$ cat src/rtl/sbus_frame_receiver_decoder_macros.svh
// assertion helpers for the sbus frame receiver
`ifndef SBUS_FRAME_RECEIVER_DECODER_MACROS_SVH
`define SBUS_FRAME_RECEIVER_DECODER_MACROS_SVH

// same-cycle implication
`define SFRD_ASSERT_NOW(lbl, clk, rst_n, ante, cons) \
    lbl: assert property (@(posedge clk) disable iff (!(rst_n)) (ante) |-> (cons)) \
        else $error("sfrd assertion failed");

// next-cycle implication
`define SFRD_ASSERT_NEXT(lbl, clk, rst_n, ante, cons) \
    lbl: assert property (@(posedge clk) disable iff (!(rst_n)) (ante) |=> (cons)) \
        else $error("sfrd assertion failed");

`endif

$ cat src/rtl/sfrd_pkg.sv
package sfrd_pkg;

    localparam int ANALOG_CHANNELS = 16;

    localparam logic [4:0] FRAME_LEN    = 5'd25;
    localparam logic [4:0] COUNT_OVF    = 5'd26;
    localparam logic [4:0] FLAGS_POS    = 5'd23;
    localparam logic [4:0] END_POS      = 5'd24;
    localparam logic [4:0] HEADER_POS   = 5'd0;
    localparam logic [4:0] DATA_FIRST   = 5'd1;
    localparam logic [7:0] FRAME_HEADER = 8'h0F;
    localparam logic [7:0] FRAME_END    = 8'h00;

    localparam int CH_BITS   = 11;
    localparam int BUF_BITS  = 18;
    localparam int PROD_BITS = 27;
    localparam int Q_SHIFT   = 15;
    localparam logic [PROD_BITS:0] ROUND_HALF = (PROD_BITS + 1)'(16384);

    localparam logic [4:0]  DIGITAL_MIN_N = 5'd16;
    localparam logic [4:0]  DIG_CH_FIRST  = 5'd16;
    localparam logic [4:0]  DIG_CH_LAST   = 5'd17;
    localparam logic [12:0] DIGITAL_LOW   = 13'd998;
    localparam logic [12:0] DIGITAL_HIGH  = 13'(998 + 1000);
    localparam int FS_BIT   = 3;
    localparam int LOST_BIT = 2;

    localparam logic [1:0] REG_GAP    = 2'd0;
    localparam logic [1:0] REG_SCALE  = 2'd1;
    localparam logic [1:0] REG_OFFSET = 2'd2;
    localparam logic [1:0] REG_CHANS  = 2'd3;

    localparam logic [7:0]  GAP_RST    = 8'd2;
    localparam logic [15:0] SCALE_RST  = 16'd20480;
    localparam logic [11:0] OFFSET_RST = 12'd880;
    localparam logic [4:0]  CHANS_RST  = 5'd18;

    typedef struct packed {
        logic take;
        logic append;
        logic extract;
        logic scale;
        logic digital;
        logic commit;
    } t_dp_cmd;

    typedef struct packed {
        logic decode_go;
        logic bits_ok;
        logic analog_more;
        logic digital_more;
        logic out_fire;
    } t_dp_sts;

endpackage

$ cat src/rtl/sfrd_dp.sv
module sfrd_dp
    import sfrd_pkg::*;
(
    input  logic        i_clk,
    input  logic        i_rst_n,
    input  t_dp_cmd     i_cmd,
    output t_dp_sts     o_sts,
    input  logic [7:0]  i_rx_byte,
    input  logic [31:0] i_arrival_ms,
    input  logic [7:0]  i_gap_threshold_ms,
    input  logic [15:0] i_scale_factor,
    input  logic [11:0] i_scale_offset,
    input  logic [4:0]  i_channels_out,
    input  logic        i_out_ready,
    output logic        o_out_valid,
    output logic [4:0]  o_channel_index,
    output logic [12:0] o_channel_value,
    output logic        o_failsafe,
    output logic        o_frame_lost,
    output logic        o_last
);

    logic [7:0]           r_mem [FRAME_LEN];
    logic [7:0]           r_rdata;
    logic [4:0]           r_count;
    logic [31:0]          r_last_arrival;
    logic [7:0]           r_hdr;
    logic [7:0]           r_flags;
    logic [7:0]           r_end;
    logic [7:0]           r_pend_byte;
    logic                 r_pend_restart;
    logic [BUF_BITS-1:0]  r_bitbuf;
    logic [4:0]           r_bitcnt;
    logic [4:0]           r_rd_idx;
    logic [4:0]           r_ch;
    logic [PROD_BITS-1:0] r_prod;
    logic                 r_out_valid;
    logic [4:0]           r_out_index;
    logic [12:0]          r_out_value;
    logic                 r_out_fs;
    logic                 r_out_lost;
    logic                 r_out_last;

    logic [4:0]           n_eff;
    logic                 digital;
    logic                 boundary;
    logic                 frame_ok;
    logic [4:0]           count_eff;
    logic                 store_wr;
    logic [BUF_BITS-1:0]  n_bitbuf;
    logic [PROD_BITS:0]   rounded;
    logic [12:0]          n_value;
    logic                 dig_bit;

    assign n_eff    = (i_channels_out > 5'(ANALOG_CHANNELS)) ? 5'(ANALOG_CHANNELS)
                                                              : i_channels_out;
    assign digital  = (n_eff >= DIGITAL_MIN_N);
    assign boundary = (i_arrival_ms - r_last_arrival) > {24'd0, i_gap_threshold_ms};
    assign frame_ok = (r_count == FRAME_LEN) && (r_hdr == FRAME_HEADER)
                      && (r_end == FRAME_END);

    assign count_eff = r_pend_restart ? 5'd0 : r_count;
    assign store_wr  = i_cmd.commit && (count_eff < FRAME_LEN);

    assign n_bitbuf = r_bitbuf | (BUF_BITS'(r_rdata) << r_bitcnt);
    assign rounded  = (PROD_BITS + 1)'(r_prod) + ROUND_HALF;
    assign n_value  = 13'(rounded[PROD_BITS:Q_SHIFT]) + 13'(i_scale_offset);
    assign dig_bit  = (r_ch == DIG_CH_FIRST) ? r_flags[0] : r_flags[1];

    assign o_sts.decode_go    = boundary && frame_ok && (n_eff != 5'd0);
    assign o_sts.bits_ok      = (r_bitcnt >= 5'(CH_BITS));
    assign o_sts.analog_more  = (r_ch < n_eff);
    assign o_sts.digital_more = digital && (r_ch <= DIG_CH_LAST);
    assign o_sts.out_fire     = r_out_valid && i_out_ready;

    // frame store, registered read
    always_ff @(posedge i_clk) begin
        if (store_wr) begin
            r_mem[count_eff] <= r_pend_byte;
        end
        r_rdata <= r_mem[r_rd_idx];
    end

    // shadow copies of the fixed-position bytes, plus the pending byte, the product and the output registers
    always_ff @(posedge i_clk) begin
        if (i_cmd.take) begin
            r_pend_byte <= i_rx_byte;
        end
        if (store_wr) begin
            if (count_eff == HEADER_POS) begin
                r_hdr <= r_pend_byte;
            end
            if (count_eff == FLAGS_POS) begin
                r_flags <= r_pend_byte;
            end
            if (count_eff == END_POS) begin
                r_end <= r_pend_byte;
            end
        end
        if (i_cmd.extract) begin
            r_prod <= PROD_BITS'(r_bitbuf[CH_BITS-1:0]) * PROD_BITS'(i_scale_factor);
        end
        if (i_cmd.scale) begin
            r_out_index <= r_ch;
            r_out_value <= n_value;
            r_out_fs    <= r_flags[FS_BIT];
            r_out_lost  <= r_flags[FS_BIT] | r_flags[LOST_BIT];
            r_out_last  <= (r_ch == 5'(n_eff - 5'd1)) && !digital;
        end else if (i_cmd.digital) begin
            r_out_index <= r_ch;
            r_out_value <= dig_bit ? DIGITAL_HIGH : DIGITAL_LOW;
            r_out_fs    <= r_flags[FS_BIT];
            r_out_lost  <= r_flags[FS_BIT] | r_flags[LOST_BIT];
            r_out_last  <= (r_ch == DIG_CH_LAST);
        end
    end

    always_ff @(posedge i_clk) begin
        if (!i_rst_n) begin
            r_count        <= '0;
            r_last_arrival <= '0;
            r_pend_restart <= 1'b0;
            r_bitbuf       <= '0;
            r_bitcnt       <= '0;
            r_rd_idx       <= DATA_FIRST;
            r_ch           <= '0;
            r_out_valid    <= 1'b0;
        end else begin
            if (i_cmd.take) begin
                r_last_arrival <= i_arrival_ms;
                r_pend_restart <= boundary;
                r_bitbuf       <= '0;
                r_bitcnt       <= '0;
                r_rd_idx       <= DATA_FIRST;
                r_ch           <= '0;
            end
            if (i_cmd.append) begin
                r_bitbuf <= n_bitbuf;
                r_bitcnt <= r_bitcnt + 5'd8;
                r_rd_idx <= r_rd_idx + 5'd1;
            end
            if (i_cmd.extract) begin
                r_bitbuf <= r_bitbuf >> CH_BITS;
                r_bitcnt <= r_bitcnt - 5'(CH_BITS);
            end
            if (i_cmd.scale || i_cmd.digital) begin
                r_ch        <= r_ch + 5'd1;
                r_out_valid <= 1'b1;
            end else if (o_sts.out_fire) begin
                r_out_valid <= 1'b0;
            end
            if (i_cmd.commit) begin
                r_count <= (count_eff < FRAME_LEN) ? count_eff + 5'd1 : COUNT_OVF;
            end
        end
    end

    assign o_out_valid     = r_out_valid;
    assign o_channel_index = r_out_index;
    assign o_channel_value = r_out_value;
    assign o_failsafe      = r_out_fs;
    assign o_frame_lost    = r_out_lost;
    assign o_last          = r_out_last;

endmodule

$ cat src/rtl/sfrd_ctrl.sv
module sfrd_ctrl
    import sfrd_pkg::*;
(
    input  logic    i_clk,
    input  logic    i_rst_n,
    input  logic    i_in_valid,
    output logic    o_in_ready,
    input  t_dp_sts i_sts,
    output t_dp_cmd o_cmd
);

    typedef enum logic [2:0] {
        S_IDLE,
        S_NEXT,
        S_RD,
        S_APP,
        S_EXT,
        S_SCL,
        S_WAIT,
        S_COMMIT
    } t_state;

    t_state r_state;
    t_state n_state;

    always_comb begin
        n_state = r_state;
        o_cmd   = '0;
        case (r_state)
            S_IDLE: begin
                if (i_in_valid) begin
                    o_cmd.take = 1'b1;
                    n_state    = i_sts.decode_go ? S_NEXT : S_COMMIT;
                end
            end
            S_NEXT: begin
                if (i_sts.analog_more) begin
                    n_state = i_sts.bits_ok ? S_EXT : S_RD;
                end else if (i_sts.digital_more) begin
                    o_cmd.digital = 1'b1;
                    n_state       = S_WAIT;
                end else begin
                    n_state = S_COMMIT;
                end
            end
            S_RD: begin
                n_state = S_APP;
            end
            S_APP: begin
                o_cmd.append = 1'b1;
                n_state      = S_NEXT;
            end
            S_EXT: begin
                o_cmd.extract = 1'b1;
                n_state       = S_SCL;
            end
            S_SCL: begin
                o_cmd.scale = 1'b1;
                n_state     = S_WAIT;
            end
            S_WAIT: begin
                if (i_sts.out_fire) begin
                    n_state = S_NEXT;
                end
            end
            S_COMMIT: begin
                o_cmd.commit = 1'b1;
                n_state      = S_IDLE;
            end
            default: begin
                n_state = S_IDLE;
            end
        endcase
    end

    always_ff @(posedge i_clk) begin
        if (!i_rst_n) begin
            r_state <= S_IDLE;
        end else begin
            r_state <= n_state;
        end
    end

    assign o_in_ready = (r_state == S_IDLE);

endmodule

$ cat src/rtl/sbus_frame_receiver_decoder.sv
// a byte that closes no good frame is accepted, then stored
// a boundary byte after a good frame decodes it: each data byte is read from the
// frame store and appended to the bit buffer, each analog channel is extracted,
// scaled and output, each digital channel is output; results come one at a time
// a new byte is taken only once the last one is stored; no new byte during a decode
// reset: synchronous active-low, clears byte count and last stamp, restores registers
`include "sbus_frame_receiver_decoder_macros.svh"

module sbus_frame_receiver_decoder
    import sfrd_pkg::*;
(
    input  logic        i_clk,
    input  logic        i_rst_n,
    input  logic        s_axis_tvalid,
    output logic        s_axis_tready,
    input  logic [39:0] s_axis_tdata,   // rx_byte[7:0], arrival_ms[39:8]
    output logic        m_axis_tvalid,
    input  logic        m_axis_tready,
    output logic [23:0] m_axis_tdata,   // channel_index[4:0], channel_value[17:5], zero pad
    output logic [1:0]  m_axis_tuser,   // failsafe[0], frame_lost[1]
    output logic        m_axis_tlast,
    input  logic        psel,
    input  logic        penable,
    input  logic        pwrite,
    input  logic [3:0]  paddr,
    input  logic [31:0] pwdata,
    output logic [31:0] prdata,
    output logic        pready
);

    logic [7:0]  r_gap_thr;
    logic [15:0] r_scale_factor;
    logic [11:0] r_scale_offset;
    logic [4:0]  r_channels_out;

    t_dp_cmd     cmd;
    t_dp_sts     sts;
    logic        cfg_wr;
    logic [1:0]  reg_idx;
    logic [4:0]  out_index;
    logic [12:0] out_value;
    logic        out_fs;
    logic        out_lost;

    assign pready  = 1'b1;
    assign reg_idx = paddr[3:2];
    assign cfg_wr  = psel && penable && pwrite && pready;

    always_ff @(posedge i_clk) begin
        if (!i_rst_n) begin
            r_gap_thr      <= GAP_RST;
            r_scale_factor <= SCALE_RST;
            r_scale_offset <= OFFSET_RST;
            r_channels_out <= CHANS_RST;
        end else if (cfg_wr) begin
            case (reg_idx)
                REG_GAP:    r_gap_thr      <= pwdata[7:0];
                REG_SCALE:  r_scale_factor <= pwdata[15:0];
                REG_OFFSET: r_scale_offset <= pwdata[11:0];
                REG_CHANS:  r_channels_out <= pwdata[4:0];
                default: begin
                end
            endcase
        end
    end

    always_comb begin
        case (reg_idx)
            REG_GAP:    prdata = {24'd0, r_gap_thr};
            REG_SCALE:  prdata = {16'd0, r_scale_factor};
            REG_OFFSET: prdata = {20'd0, r_scale_offset};
            REG_CHANS:  prdata = {27'd0, r_channels_out};
            default:    prdata = '0;
        endcase
    end

    sfrd_ctrl u_ctrl (
        .i_clk      (i_clk),
        .i_rst_n    (i_rst_n),
        .i_in_valid (s_axis_tvalid),
        .o_in_ready (s_axis_tready),
        .i_sts      (sts),
        .o_cmd      (cmd)
    );

    sfrd_dp u_dp (
        .i_clk              (i_clk),
        .i_rst_n            (i_rst_n),
        .i_cmd              (cmd),
        .o_sts              (sts),
        .i_rx_byte          (s_axis_tdata[7:0]),
        .i_arrival_ms       (s_axis_tdata[39:8]),
        .i_gap_threshold_ms (r_gap_thr),
        .i_scale_factor     (r_scale_factor),
        .i_scale_offset     (r_scale_offset),
        .i_channels_out     (r_channels_out),
        .i_out_ready        (m_axis_tready),
        .o_out_valid        (m_axis_tvalid),
        .o_channel_index    (out_index),
        .o_channel_value    (out_value),
        .o_failsafe         (out_fs),
        .o_frame_lost       (out_lost),
        .o_last             (m_axis_tlast)
    );

    assign m_axis_tdata = {6'd0, out_value, out_index};
    assign m_axis_tuser = {out_lost, out_fs};

    `SFRD_ASSERT_NOW(a_no_input_while_output, i_clk, i_rst_n, s_axis_tready, !m_axis_tvalid)
    `SFRD_ASSERT_NEXT(a_last_ends_burst, i_clk, i_rst_n, m_axis_tvalid && m_axis_tready && m_axis_tlast, !m_axis_tvalid)
    `SFRD_ASSERT_NOW(a_index_range, i_clk, i_rst_n, m_axis_tvalid, m_axis_tdata[4:0] <= DIG_CH_LAST)
    `SFRD_ASSERT_NOW(a_failsafe_implies_lost, i_clk, i_rst_n, m_axis_tvalid && m_axis_tuser[0], m_axis_tuser[1])

endmodule

$ cat config.mk
export PLATFORM = sky130hd
export DESIGN_NAME = sbus_frame_receiver_decoder
export DESIGN_NICKNAME = d
export VERILOG_FILES = /design/src/rtl/sfrd_pkg.sv /design/src/rtl/sfrd_dp.sv /design/src/rtl/sfrd_ctrl.sv /design/src/rtl/sbus_frame_receiver_decoder.sv
export VERILOG_INCLUDE_DIRS = /design/src /design/src/rtl
export SDC_FILE = /design/constraint.sdc
export NUM_CORES = 1
export LEC_CHECK = 0
export BUFFER_PORTS_ARGS = -buffer_cell sky130_fd_sc_hd__buf_2
export CAP_MARGIN = 20
export CORE_ASPECT_RATIO = 1.25
export CORE_MARGIN = 1.5
export CORE_UTILIZATION = 35
export CTS_CLUSTER_DIAMETER = 150
export DETAILED_ROUTE_END_ITERATION = 12
export SLEW_MARGIN = 10
export SYNTH_ARGS = -nofsm -noshare
export SYNTH_HDL_FRONTEND = slang
export SYNTH_SLANG_ARGS = --single-unit
$ cat constraint.sdc
create_clock -name i_clk -period 15.7 [get_ports i_clk]
set_input_delay 2.355 -clock i_clk [delete_from_list [all_inputs] [get_ports i_clk]]
set_output_delay 2.355 -clock i_clk [all_outputs]
set_load 0.1 [all_outputs]
## After elaboration in Yosys (flattened, before gate mapping)

Memory sizes are Yosys's and may differ from the RTL's. A register that Yosys moved wholly into a read port is not among the register bits.
Index checks and enable logic that the tools add are counted.

- Memories kept: 1
- Output and inout bits: 62
- Word-level logic and storage cells: 141
- RAM bits: 200
- Bits of input ports: 83
- Register bits: 192

Memories:

| memory | depth | bits a word | read ports | clocked after Yosys merged registers in | write ports | RTL line | RTL |
|---|---|---|---|---|---|---|---|
| u_dp.r_mem | 25 | 8 | 1 | 1 | 1 | sfrd_dp.sv:23 | `logic [7:0] r_mem [FRAME_LEN];` |

- Equal/unequal tests: 19
- Shift operators: 1
- Mux-type cells: 45
- Order comparisons: 7
- Bitwise logic cells: 3
- Multiply operators: 1
- $add $sub $neg: 9
- Reduce and logical (&&, ||, !) cells: 31

Operators with widths:

| operator | count |
|---|---|
| case mux 32 bit (4 select lines) | 1 |
| two-way mux 5 bit | 11 |
| two-way mux 18 bit | 2 |
| > comparator 32 x 8 -> 1 bit | 1 |
| subtractor 32 bit | 1 |
| adder 27 x 15 -> 28 bit (second input constant) | 1 |
| multiplier 11 x 16 -> 27 bit | 1 |
| two-way mux 13 bit | 2 |
| == test 5 bit (second input constant) | 5 |
| case mux 3 bit (8 select lines) | 1 |
| two-way mux 1 bit | 21 |
| bitwise OR 18 bit | 1 |
| << shifter 8 x 5 -> 18 bit | 1 |
| AND reduction 2 bit | 8 |
| adder 5 x 1 -> 5 bit (second input constant) | 3 |
| two-way mux 3 bit | 5 |
| adder 13 x 12 -> 13 bit | 1 |
| == test 3 bit (second input constant) | 4 |
| two-way mux 11 bit | 1 |
| logical AND 1 bit | 10 |
| == test 8 x 4 -> 1 bit (second input constant) | 1 |
| logical NOT 8 bit | 1 |
| nonzero test 2 bit | 4 |
| two-way mux 7 bit | 1 |
| 25 further kinds | 28 |

## Longest topological paths before layout

Gate-level depths: netlist of the first run.

- Depth after elaboration: 9
- Mapped depth: 23

## Hierarchy

Synthesis of the first run repeated with hierarchy kept, for this count alone.

- Cell total of the unflattened synthesis: 2,129
- Area, all modules: 23,946.7 um^2

By module, submodules not included:

| module | times used | area an instance (um^2) | cells each | sequential area each (um^2) |
|---|---|---|---|---|
| sfrd_dp | 1 | 21,605.7 | 1,876 | 9,469.1 |
| sbus_frame_receiver_decoder | 1 | 2,067.0 | 219 | 820.8 |
| sfrd_ctrl | 1 | 274.0 | 34 | 60.1 |

## Least setup slack after synthesis of the first run

Ideal clock, no wire load.

- Path type: input to output
- Start point: input paddr[2]
- End point: output prdata[5]
- Stages: 3
- Data arrival time: 4,924 ps
- Path buffers: 1
- Setup slack: 8,421 ps
- Path through: clkbuf_1 mux2i_1 o21ai_0

- Word-level cells in the longest chain between the ends: 2

Ends and longest elaborated chain:

| element | RTL line | RTL |
|---|---|---|
| start, declared | sbus_frame_receiver_decoder.sv:25 | `input logic [3:0] paddr,` |
| == test 2 bit, or another cell as far along | sbus_frame_receiver_decoder.sv:68 | `case (reg_idx)` |
| case mux 32 bit (4 select lines) * | sbus_frame_receiver_decoder.sv:68 |  |
| end, declared | sbus_frame_receiver_decoder.sv:27 | `output logic [31:0] prdata,` |

Mark *: on every way between the ends. The rest lies on a longest branch, timed or not. The select of a mux whose other input is x is not followed.

## Worst setup path in the final report of the first run

- Start point: register u_dp.r_bitbuf[7]
- End point: register u_dp.r_prod[26] (data pin)

- Word-level cells in the longest chain between the ends: 1

Ends and longest elaborated chain:

| element | RTL line | RTL |
|---|---|---|
| start, declared | sfrd_dp.sv:32 | `logic [BUF_BITS-1:0] r_bitbuf;` |
| start signal, assigned | sfrd_dp.sv:138 | `r_bitbuf <= n_bitbuf;` |
| start signal, assigned | sfrd_dp.sv:143 | `r_bitbuf <= r_bitbuf >> CH_BITS;` |
| multiplier 11 x 16 -> 27 bit | sfrd_dp.sv:101 | `r_prod <= PROD_BITS'(r_bitbuf[CH_BITS-1:0]) * PROD_BITS'(i_scale_factor);` |
| end signal, assigned | sfrd_dp.sv:101 |  |
| end, declared | sfrd_dp.sv:36 | `logic [PROD_BITS-1:0] r_prod;` |

Every way passes these cells.
A chain may end at the register's enable or synchronous reset.

==> impl_results.md, run 1 <==
- Status: finished clean
- Post-synthesis cell count: 2221
- Die ar.: 70100 µm²
- Setup crit start kind: flip-flop
- RSZ-0062 raised after global routing: no
- DRT iter0 DRCs: 837
- Die width: 237 µm
- GRT Total Usage: 16.7%
- Max Cap Viol: 0
- DRC: 0
- Ys Warns: 0
- Initial antenna violation count: 0
- Hold Buf Count CTS: 0
- Fmax: 0.144 GHz
- Clock Latency Late Sink: 0.59 ns
- Top FF cell, synth: edfxtp_1
- Sequential cell area fraction in the yosys report: 43.2%
- Num Clock Sinks: 386
- Post-synth ARST share: 0%
- Core Area: 68000 µm²
- Synth Register Bits: 386
- WP data required: 16.02 ns
- Post-route cell area: 26600 µm²
- First-pass GRT wire length: 91800 µm
- Final HPWL DP: 42400 µm
- Worst Hold Slack: 0.451 ns
- Pwr dens: 116 nW/µm²
- Placed inst area: 25100 µm²
- Largest buffer count on any clock path: 3
- PostCTS Resize Cnt: 0
- Post-synth EDFFs: 262
- Slew HR: 28.1%
- Fin Clk Skew: 0.0295 ns
- Largest net degree at the start of global routing: 107
- Area occupied by multi-input gates: 12300 µm²
- CP Class: flip-flop to flip-flop
- Vias: 16300
- Total power draw: 3.10 mW
- DRT Wirelength: 57800 µm
- Final setup viols: 0
- DR WL/cell: 18.3 µm
- Worst VDD drop: 0.0838 mV
- H-tree depth: 2
- Port Buffers: 103
- Final RePlAce weighted congestion: 0.844
- Critical path capture point type: flip-flop
- IO Pins: 145
- Max FO, Critical Path: 17
- Synth cell types: 79
- Seq. cell area: 10400 µm²
- Ratio of cells with drive above 1 in the final layout: 12.1%
- Final Net Count: 2598
- Initial Util: 35.2%
- Clk root buf: clkbuf_16
- Die Height: 296 µm
- Leakage: 10.3 nW
- FILL cells: 6558
- Final Hold Viols: 0
- Vias/cell: 5.15
- Arr. time, crit path: 7.27 ns
- GR Overflow Total: 0
- Synthesized area per cell: 10.8 µm²
- Fin crit period: 6.95 ns
- TritonCTS buffer count: 43
- Post-CTS Setup Inserts: 0
- Pre-antenna DRT Iters: 8
- Min-delay worst type: flip-flop to flip-flop
- CTS tree: built
- Total Neg Setup Slack: 0 ns
- Vias in the first global route: 16600
- Layout area overhead: 11.0%
- # rows: 107
- Clock Pin Slew Worst Setup and Hold Paths: 0.06 ns
- Cell Area, Synth: 24000 µm²
- Post-route ant nets: 0
- Worst slew pin tran: 1.07 ns
- Final worst path period share: 44.3%
- Max Slew Vio Count: 0
## Yosys cell counts (9+ instances only)
| library cell | count | area (µm²) |
|---|---|---|
| a21boi_0 | 60 | 450 |
| a21o_1 | 15 | 113 |
| a21oi_1 | 69 | 345 |
| a221oi_1 | 9 | 78.8 |
| and2_1 | 107 | 669 |
| and3_1 | 17 | 106 |
| buf_1 | 13 | 48.8 |
| buf_4 | 25 | 188 |
| clkbuf_1 | 99 | 372 |
| dfxtp_1 | 124 | 2480 |
| edfxtp_1 | 262 | 7870 |
| fa_1 | 126 | 2520 |
| ha_1 | 130 | 1630 |
| inv_1 | 212 | 796 |
| mux2_2 | 14 | 158 |
| mux2i_1 | 33 | 330 |
| mux4_2 | 61 | 1370 |
| nand2_1 | 322 | 1210 |
| nand2b_1 | 13 | 81.3 |
| nand3_1 | 36 | 180 |
| nand4_1 | 18 | 113 |
| nor2_1 | 108 | 405 |
| nor2b_1 | 34 | 213 |
| nor3_1 | 30 | 150 |
| o211ai_1 | 10 | 75.1 |
| o21a_1 | 22 | 165 |
| o21ai_0 | 72 | 360 |
| xnor2_1 | 35 | 307 |
| xor2_1 | 18 | 158 |
## cells by family (layout without fill, tap and decap cells)
| kind of cell | after synthesis | after routing | share of synthesized area, % |
|---|---|---|---|
| DFF | 386 | 386 | 43.2 |
| buffers and inverters | 350 | 402 | 5.87 |
| adders and majority gates | 256 | 256 | 17.3 |
| other | 2 | 24 | 0.0313 |
| xor gates and xnor gates | 53 | 53 | 1.94 |
| muxes | 108 | 108 | 7.77 |
| and+or+nand+nor | 727 | 727 | 14.4 |
| AOI/OAI and AO/OA | 339 | 339 | 9.51 |
## worst max-delay path: stages, from the launching register on
cell and delay [ns]:
dfxtp_1 0.80, nand2_1 0.18, fa_1 0.56, inv_1 0.04
fa_1 0.48, fa_1 0.53, fa_1 0.56, inv_1 0.06
fa_1 0.53, inv_1 0.05, ha_1 0.32, a2111o_1 0.38
a221oi_1 0.54, a2bb2oi_1 0.26, o31a_1 0.24, o211ai_1 0.16
o21a_1 0.24, or4_1 0.44, a31oi_1 0.22, xnor2_1 0.09
## power by group
part           internal (mW)  total (mW)  switching, mW  leakage (nW)
combinational          0.272       0.763          0.491          6.21
sequential              1.18        1.29          0.115          3.37
clock                  0.607        1.04          0.436         0.728
## final timing paths
kind                            slack, ns  cells after the start             start              end
worst max register to register       8.75                     19  u_dp.r_bitbuf[7]  u_dp.r_prod[26]
worst max-delay path                 8.75                     19  u_dp.r_bitbuf[7]  u_dp.r_prod[26]
worst min register to register       0.45                      0   u_dp.r_flags[3]  u_dp.o_failsafe
worst min-delay path                 0.45                      0   u_dp.r_flags[3]  u_dp.o_failsafe
## cell usage in the layout (no fill, tap or decap), types with 6 or more instances in the layout
cell,Yosys,final
o31a_1,6,6
nor2b_1,34,34
a21oi_1,69,69
inv_1,212,212
o211ai_1,10,10
mux2i_1,33,33
fa_1,126,126
conb_1,2,23
a21boi_0,60,60
and2_1,107,107
nor2_1,108,108
nand2b_1,13,13
or3_1,6,6
clkbuf_16,0,44
clkinv_2,0,10
a211oi_1,7,7
a22oi_1,8,8
nand4_1,18,18
a221oi_1,9,9
nand3_1,36,36
xor2_1,18,18
a31oi_1,8,8
and3_1,17,17
ha_1,130,130
a21o_1,15,15
edfxtp_1,262,262
nand2_1,322,321
buf_2,0,103
nor3_1,30,30
o21a_1,22,22
dfxtp_1,124,121
mux2_2,14,14
xnor2_1,35,35
nor4_1,8,8
o21ai_0,72,72
mux4_2,61,61
## flip-flops by register name (all words and copies together) (netlist names), 8 cells and up
name and count:
u_dp.r_end 8, u_dp.r_pend_byte 8, u_dp.o_channel_value 13, r_scale_factor 16, u_dp.r_rdata 8, u_dp.r_hdr 8, u_dp.r_prod 13, r_scale_offset 12
u_dp.r_bitbuf 18, u_dp.r_last_arrival 32, u_dp.r_mem 200, r_gap_thr 8
## routing by layer
| layer | vias up | track usage, % | routed length (µm) |
|---|---|---|---|
| li1 | 7728 | - | - |
| met1 | 8078 | 20.7 | 24400 |
| met2 | 412 | 29.6 | 29000 |
| met3 | 100 | 2.30 | 2590 |
| met4 | 0 | 5.91 | 1820 |
| met5 | - | 0 | 0 |
## final cells by class
| class | instances | area share, % |
|---|---|---|
| multi-input combinational | 1506 | 46.2 |
| antenna | 1 | 0.00941 |
| timing repair buffer | 109 | 2.23 |
| clock inverter | 29 | 1.16 |
| sequential | 386 | 38.9 |
| tap | 872 | 4.10 |
| clock buffer | 51 | 4.39 |
| inverter | 213 | 3.01 |
## per-stage QoR
stage | utilization [%] | std cells | setup WS, ns
floorplan | - | 2242 | 8.42
global placement | 36.9 | 3084 | 8.86
global route | 39.1 | 3166 | 8.46
CTS | 39.0 | 3164 | 8.76
detailed placement | 36.9 | 3084 | 8.81
finish | 39.1 | 3167 | 8.75
Note: power is estimated with default switching activity, not from simulation.
==> inputs of run 2 (changes only) <==
==> constraint.sdc (replaced) <==
create_clock -name i_clk -period 6.1 [get_ports i_clk]
set_input_delay 0.915 -clock i_clk [delete_from_list [all_inputs] [get_ports i_clk]]
set_output_delay 0.915 -clock i_clk [all_outputs]
set_load 0.1 [all_outputs]
==> impl_results.md, run 2 (synthesis gave the netlist of run 1 again) <==
- CP max stage delay: 0.54 ns (-0.26 ns)
- Critical Path Slowest Stage Cell: fa_1
- Buf/Inv on CP: 4 (+1)
- Fmax: 0.168 GHz (+17%)
- Internal: 5.19 mW (+150%)
- Final setup viols: 0 (unchanged)
- IO Pins: 145 (unchanged)
- GR Overflow Total: 0 (unchanged)
- Largest net degree at the start of global routing: 56 (-48%)
- Part of the power in the clock network: 32.3% (-1.4 points)
- Worst VDD drop: 0.210 mV (+150%)
- Placed inst area: 25500 µm² (+1.8%)
- GRT Total Usage: 17.1% (+0.37 points)
- Setup crit start kind: flip-flop
- Post-route ant nets: 0 (unchanged)
- Die width: 237 µm (unchanged)
- Die ar.: 70100 µm² (unchanged)
- Largest reg by FF count: u_dp.r_mem
- Commonest non-fill, non-tap cell in the layout: nand2_1
- Die Height: 296 µm (unchanged)
- Vias: 16600 (+1.9%)
- DRC: 0 (unchanged)
- Core Area: 68000 µm² (unchanged)
- Largest buffer count on any clock path: 3 (unchanged)
- Delay-heaviest family, CP: adder cells
- CP Class: flip-flop to flip-flop
- H-tree depth: 2 (unchanged)
- Clk root buf: clkbuf_16
- Clock Latency Late Sink: 0.59 ns (about the same)
- Max FO, Critical Path: 9 (-8)
- Dpl cells: 3142 (+1.9%)
- Port Buffers: 103 (unchanged)
- Num Clock Sinks: 386 (unchanged)
- Vias in the first global route: 16900 (+2.3%)
- Status: finished clean
- Max Slew Vio Count: 0 (unchanged)
- Most frequent cells in the layout: nand2_1 (317), edfxtp_1 (262), inv_1 (208), ha_1 (122), fa_1 (120)
- Initial Util: 35.2% (unchanged)
- Fin Clk Skew: 0.0242 ns (-0.00535 ns)
- Final RePlAce weighted congestion: 0.881 (+4.5%)
- Min-delay src: u_dp.r_last_arrival[30]
- Psw: 2.67 mW (+160%)
- TritonCTS buffer count: 43 (unchanged)
- Crit. path cell count: 20 (+1)
- Final worst path period share: 97.7% (+53 points)
- WP data required: 6.42 ns (-9.60 ns)
- Most frequent CP cell: fa_1
- CTS tree: built
- Gate power share: 25.8% (+1.2 points)
- Hold Path Depth: 2 (+2)
- Max reg flops: 200 (unchanged)
- First-pass GRT wire length: 93500 µm (+1.8%)
- Vias/cell: 5.15 (-0.11%)
- DR WL/cell: 18.4 µm (+0.97%)
- RSZ-0062 raised after global routing: no
- Clock Pin Slew Worst Setup and Hold Paths: 0.06 ns (about the same)
- Hold Buf Count CTS: 0 (unchanged)
- Arr. time, crit path: 6.28 ns (-0.99 ns)
- Worst slew pin tran: 1.11 ns (+0.0458 ns)
- Initial antenna violation count: 4 (+4)
- Leakage: 10.6 nW (+2.5%)
- Final Net Count: 2662 (+2.5%)
- Worst Setup SP: u_dp.r_bitbuf[6]
- Sequential share of power: 41.9% (+0.2 points)
- Total power draw: 7.86 mW (+150%)
- Fin crit period: 5.96 ns (-0.992 ns)
- Largest regs: u_dp.r_mem: 200 flops, u_dp.r_last_arrival: 32 flops, u_dp.r_bitbuf: 18 flops
- Ratio of cells with drive above 1 in the final layout: 15.8% (+3.6 points)
- CP Cell Sequence: buf_4 -> nand2_1 -> fa_1 -> fa_1 -> inv_1 -> fa_1 -> fa_1 -> inv_1 -> fa_1 -> inv_1 -> ha_2 -> a2111o_1 -> a221oi_2 -> a2bb2oi_1 -> o31a_1 -> o211ai_1 -> o21a_1 -> or4_4 -> and2_4 -> xor2_1
- Final Hold Viols: 0 (unchanged)
- DRT Wirelength: 59600 µm (+3.0%)
- Pre-antenna DRT Iters: 5 (-3)
- Post-Route Utilization: 40.0% (+0.88 points)
- Min-delay worst type: flip-flop to flip-flop
- Pwr dens: 289 nW/µm² (+150%)
- Final HPWL DP: 44200 µm (+4.3%)
- R2R Path Start: u_dp.r_bitbuf[6]
- # rows: 107 (unchanged)
- Max Cap Viol: 0 (unchanged)
- DRT iter0 DRCs: 948 (+13%)
- Finished Layout Cells: 3230 (+2.0%)
- Layout area overhead: 13.5%
- Sw Share: 33.9% (+0.30 points)
- Post-route cell area: 27200 µm² (+2.2%)
- Critical path capture point type: flip-flop
- Slew HR: 25.8% (-2.3 points)
- Total Neg Setup Slack: 0 ns (unchanged)
- Worst-case reg-to-reg path depth: 20 (+1)
-- run 2: per-layer routing --
layer / share of wire, % / track usage [%]
met1: 40 / 20.3
met2: 52 / 31.4
met3: 4.5 / 2.74
met4: 2.7 / 5.32
met5: 0.013 / 0
-- run 2: area by class of cell --
type	instances	area, µm²
Antenna cell	3	7.51
Clock buffer	56	1140
Clock inverter	21	229
Fill cell	6493	40800
Inverter	213	800
Multi-Input combinational cell	1506	12400
Sequential cell	386	10400
Tap cell	872	1090
Timing Repair Buffer	173	1110
-- run 2: worst paths after layout --
check             slack (ns)                      end
setup / recovery        0.14          u_dp.r_prod[25]
hold reg to reg         0.47  u_dp.r_last_arrival[30]
hold / removal          0.47  u_dp.r_last_arrival[30]
setup reg to reg        0.14          u_dp.r_prod[25]
-- run 2: repair_timing --
item | CTS | global route
cloned | 0 | 1
setup buffers | 0 | 5
pin swaps | 2 | 48
resized for setup | 8 | 60
setup endpoints to repair | 2 | 3
-- run 2: tightest hold or removal path, cell delays in order (launching register included) --
cell,delay [ns]
dfxtp_1,0.31
nand2_1,0.05
a21boi_0,0.06
-- run 2: power groups by stage --
stage	clock network, mW	logic, mW	registers (mW)
2_1_floorplan	0	1.50	3.28
3_3_place_gp	0	1.97	3.34
3_5_place_dp	0	2.00	3.36
4_1_cts	2.61	2.02	3.30
5_1_grt	2.69	2.25	3.32
6_report	2.54	2.03	3.29
-- run 2: metrics by stage --
step                      setup slack, ns  hold WS [ns]
final                               0.143         0.466
after global routing              0.00230         0.475
after CTS                         0.00638         0.470
after detailed placement           -0.126         0.462
after global placement             -0.139         0.455
after floorplan                    0.0681         0.417
==> inputs of run 3 (changes only) <==
==> constraint.sdc (replaced) <==
create_clock -name i_clk -period 5.5 [get_ports i_clk]
set_input_delay 0.825 -clock i_clk [delete_from_list [all_inputs] [get_ports i_clk]]
set_output_delay 0.825 -clock i_clk [all_outputs]
set_load 0.1 [all_outputs]
==> impl_results.md, run 3 (synthesis gave the netlist of run 1 again) <==
- Port Buffers: 103 (unchanged)
- RSZ-0062 raised after global routing: yes
- DRT iter0 DRCs: 1105 (+17%)
- Final setup viols: 4 (+4)
- Die Height: 296 µm (unchanged)
- Final RePlAce weighted congestion: 0.883 (+0.19%)
- Initial Util: 35.2% (unchanged)
- Pwr dens: 322 nW/µm² (+12%)
- Max FO, Critical Path: 5 (-4)
- Largest regs: u_dp.r_mem: 200 flops, u_dp.r_last_arrival: 32 flops, u_dp.r_bitbuf: 18 flops
- Vias: 16700 (+0.51%)
- Seq. cell area: 10400 µm² (about the same)
- Pre-antenna DRT Iters: 5 (unchanged)
- Critical path capture point type: flip-flop
- Most frequent CP cell: fa_1
- Vias in the first global route: 17100 (+1.2%)
- CP Cell Sequence: buf_12 -> nand2_4 -> fa_1 -> inv_2 -> fa_1 -> fa_1 -> fa_1 -> inv_1 -> fa_1 -> inv_2 -> ha_4 -> a2111o_1 -> a221oi_2 -> a2bb2oi_1 -> o31a_1 -> o211ai_1 -> o21a_1 -> or4_4 -> and2_4 -> xor2_1
- Largest reg by FF count: u_dp.r_mem
- Min-delay worst type: input port to flip-flop
- Total Neg Setup Slack: -0.891 ns (-0.891 ns)
- Psw: 2.99 mW (+12%)
- Most frequent cells in the layout: nand2_1 (312), edfxtp_1 (262), inv_1 (204), ha_1 (120), fa_1 (116)
- CP Class: flip-flop to flip-flop
- Layout area overhead: 15.2%
- CP max stage delay: 0.57 ns (+0.03 ns)
- FILL cells: 6426 (-1.0%)
- IO Pins: 145 (unchanged)
- Max reg flops: 200 (unchanged)
- Gate power share: 25.8% (about the same)
- WP data required: 5.83 ns (-0.59 ns)
- Leakage: 10.8 nW (+2.2%)
- Fmax: 0.171 GHz (+1.9%)
- TritonCTS buffer count: 44 (+2.3%)
- GRT Total Usage: 17.3% (+0.29 points)
- DRT Wirelength: 60700 µm (+1.9%)
- Dpl cells: 3155 (+0.41%)
- Placed inst area: 25700 µm² (+0.67%)
- DR WL/cell: 18.7 µm (+1.2%)
- Final setup margin: -0.346 ns (-0.489 ns)
- # rows: 107 (unchanged)
- Final worst path period share: 106% (+8.6 points)
- Worst VDD drop: 0.224 mV (+6.5%)
- Final Net Count: 2685 (+0.86%)
- Num Clock Sinks: 386 (unchanged)
- Initial antenna violation count: 0 (-4)
- Fin crit period: 5.85 ns (-0.111 ns)
- H-tree depth: 2 (unchanged)
- Critical Path Slowest Stage Cell: fa_1
- Max Slew Vio Count: 0 (unchanged)
- Clock Latency Late Sink: 0.60 ns (about the same)
- Final HPWL DP: 44500 µm (+0.81%)
- Die ar.: 70100 µm² (unchanged)
- Post-route ant nets: 0 (unchanged)
- Delay-heaviest family, CP: adder cells
- Slew HR: 26.4% (+0.57 points)
- Post-route cell area: 27600 µm² (+1.5%)
- Worst slew pin tran: 1.10 ns (-0.00853 ns)
- Setup crit start kind: flip-flop
- Area occupied by multi-input gates: 12500 µm² (+0.83%)
- Failing checks: setup timing
- Vias/cell: 5.14 (-0.20%)
- Largest net degree at the start of global routing: 70 (+25%)
- Post-Route Utilization: 40.6% (+0.58 points)
- Arr. time, crit path: 6.18 ns (-0.10 ns)
- Clock Pin Slew Worst Setup and Hold Paths: 0.06 ns (about the same)
- Finished Layout Cells: 3253 (+0.71%)
- Buf/Inv on CP: 4 (unchanged)
- Die width: 237 µm (unchanged)
- Sequential share of power: 41.1% (-0.8 points)
- GR Overflow Total: 0 (unchanged)
- Worst Hold Slack: 0.418 ns (-0.0488 ns)
- Largest buffer count on any clock path: 3 (unchanged)
- CTS tree: built
- Commonest non-fill, non-tap cell in the layout: nand2_1
- Clk root buf: clkbuf_16
- DRC: 0 (unchanged)
- Core Area: 68000 µm² (unchanged)
- First-pass GRT wire length: 95500 µm (+2.2%)
- Internal: 5.90 mW (+14%)
- Final Hold Viols: 0 (unchanged)
- Antenna cells: 0 (-3)
- Max Cap Viol: 0 (unchanged)
- Sw Share: 33.6% (-0.28 points)
- Fin Clk Skew: 0.0259 ns (+0.00171 ns)
- Status: complete, but fails checks
- Part of the power in the clock network: 33.1% (+0.8 points)
- Ratio of cells with drive above 1 in the final layout: 18.0% (+2.2 points)
==> run 3: cell types whose count changed in the layout (fill, tap and decap cells not counted), moves of 4 or more <==
cell / before / now
inv_1: 208 / 204
clkinvlp_4: 4 / 0
nand2_1: 317 / 312
and2_1: 106 / 102
and2_4: 1 / 5
fa_2: 6 / 10
fa_1: 120 / 116
inv_2: 4 / 8
buf_4: 56 / 76
clkinv_2: 3 / 9
==> run 3: path summary, 6_finish.rpt <==
kind,startpoint,end,slack (ns),cells past startpoint
worst min register to register,u_dp.r_last_arrival[7],u_dp.r_last_arrival[7],0.46,2
worst min-delay path,s_axis_tdata[7],u_dp.r_pend_byte[7],0.42,1
worst max-delay path,u_dp.r_bitbuf[7],u_dp.r_prod[25],-0.35,20
worst max register to register,u_dp.r_bitbuf[7],u_dp.r_prod[25],-0.35,20
==> run 3: layout make-up <==
class                      count  share of cell area [%]
multi-input combinational   1506                    45.3
sequential                   386                    37.7
timing repair buffer         195                    4.78
clock buffer                  58                    4.48
tap                          872                    3.95
inverter                     213                    2.90
clock inverter                23                   0.812
==> run 3: repair_timing <==
action,CTS,global route
hold buffers,0,0
endpoints found under the setup margin,7,10
pin swaps,39,39
gates resized for setup,44,47
setup buffers,13,10
==> run 3: metrics by stage <==
step / power, mW / worst slack, ns
after global routing: 9.35 / -0.564
after floorplan: 5.32 / -0.170
after global placement: 5.92 / -0.601
final: 8.90 / -0.346
after CTS: 8.95 / -0.403
after detailed placement: 5.96 / -0.666
==> run 3: layer usage <==
metal	GRT usage [%]	wire length (µm)	vias up	part of all wire, %
li1	-	-	7894	-
met1	20.4	24400	8321	40
met2	32.6	32200	399	53
met3	2.73	2630	95	4.3
met4	4.64	1470	0	2.4
met5	0	0	-	0
==> run 3: power groups by stage <==
stage	clock (mW)	sequential (mW)	combinational, mW
floorplan	0	3.64	1.68
global placement	0	3.75	2.17
detailed placement	0	3.77	2.19
CTS	3.02	3.71	2.22
global route	3.13	3.69	2.54
finish	2.95	3.65	2.29
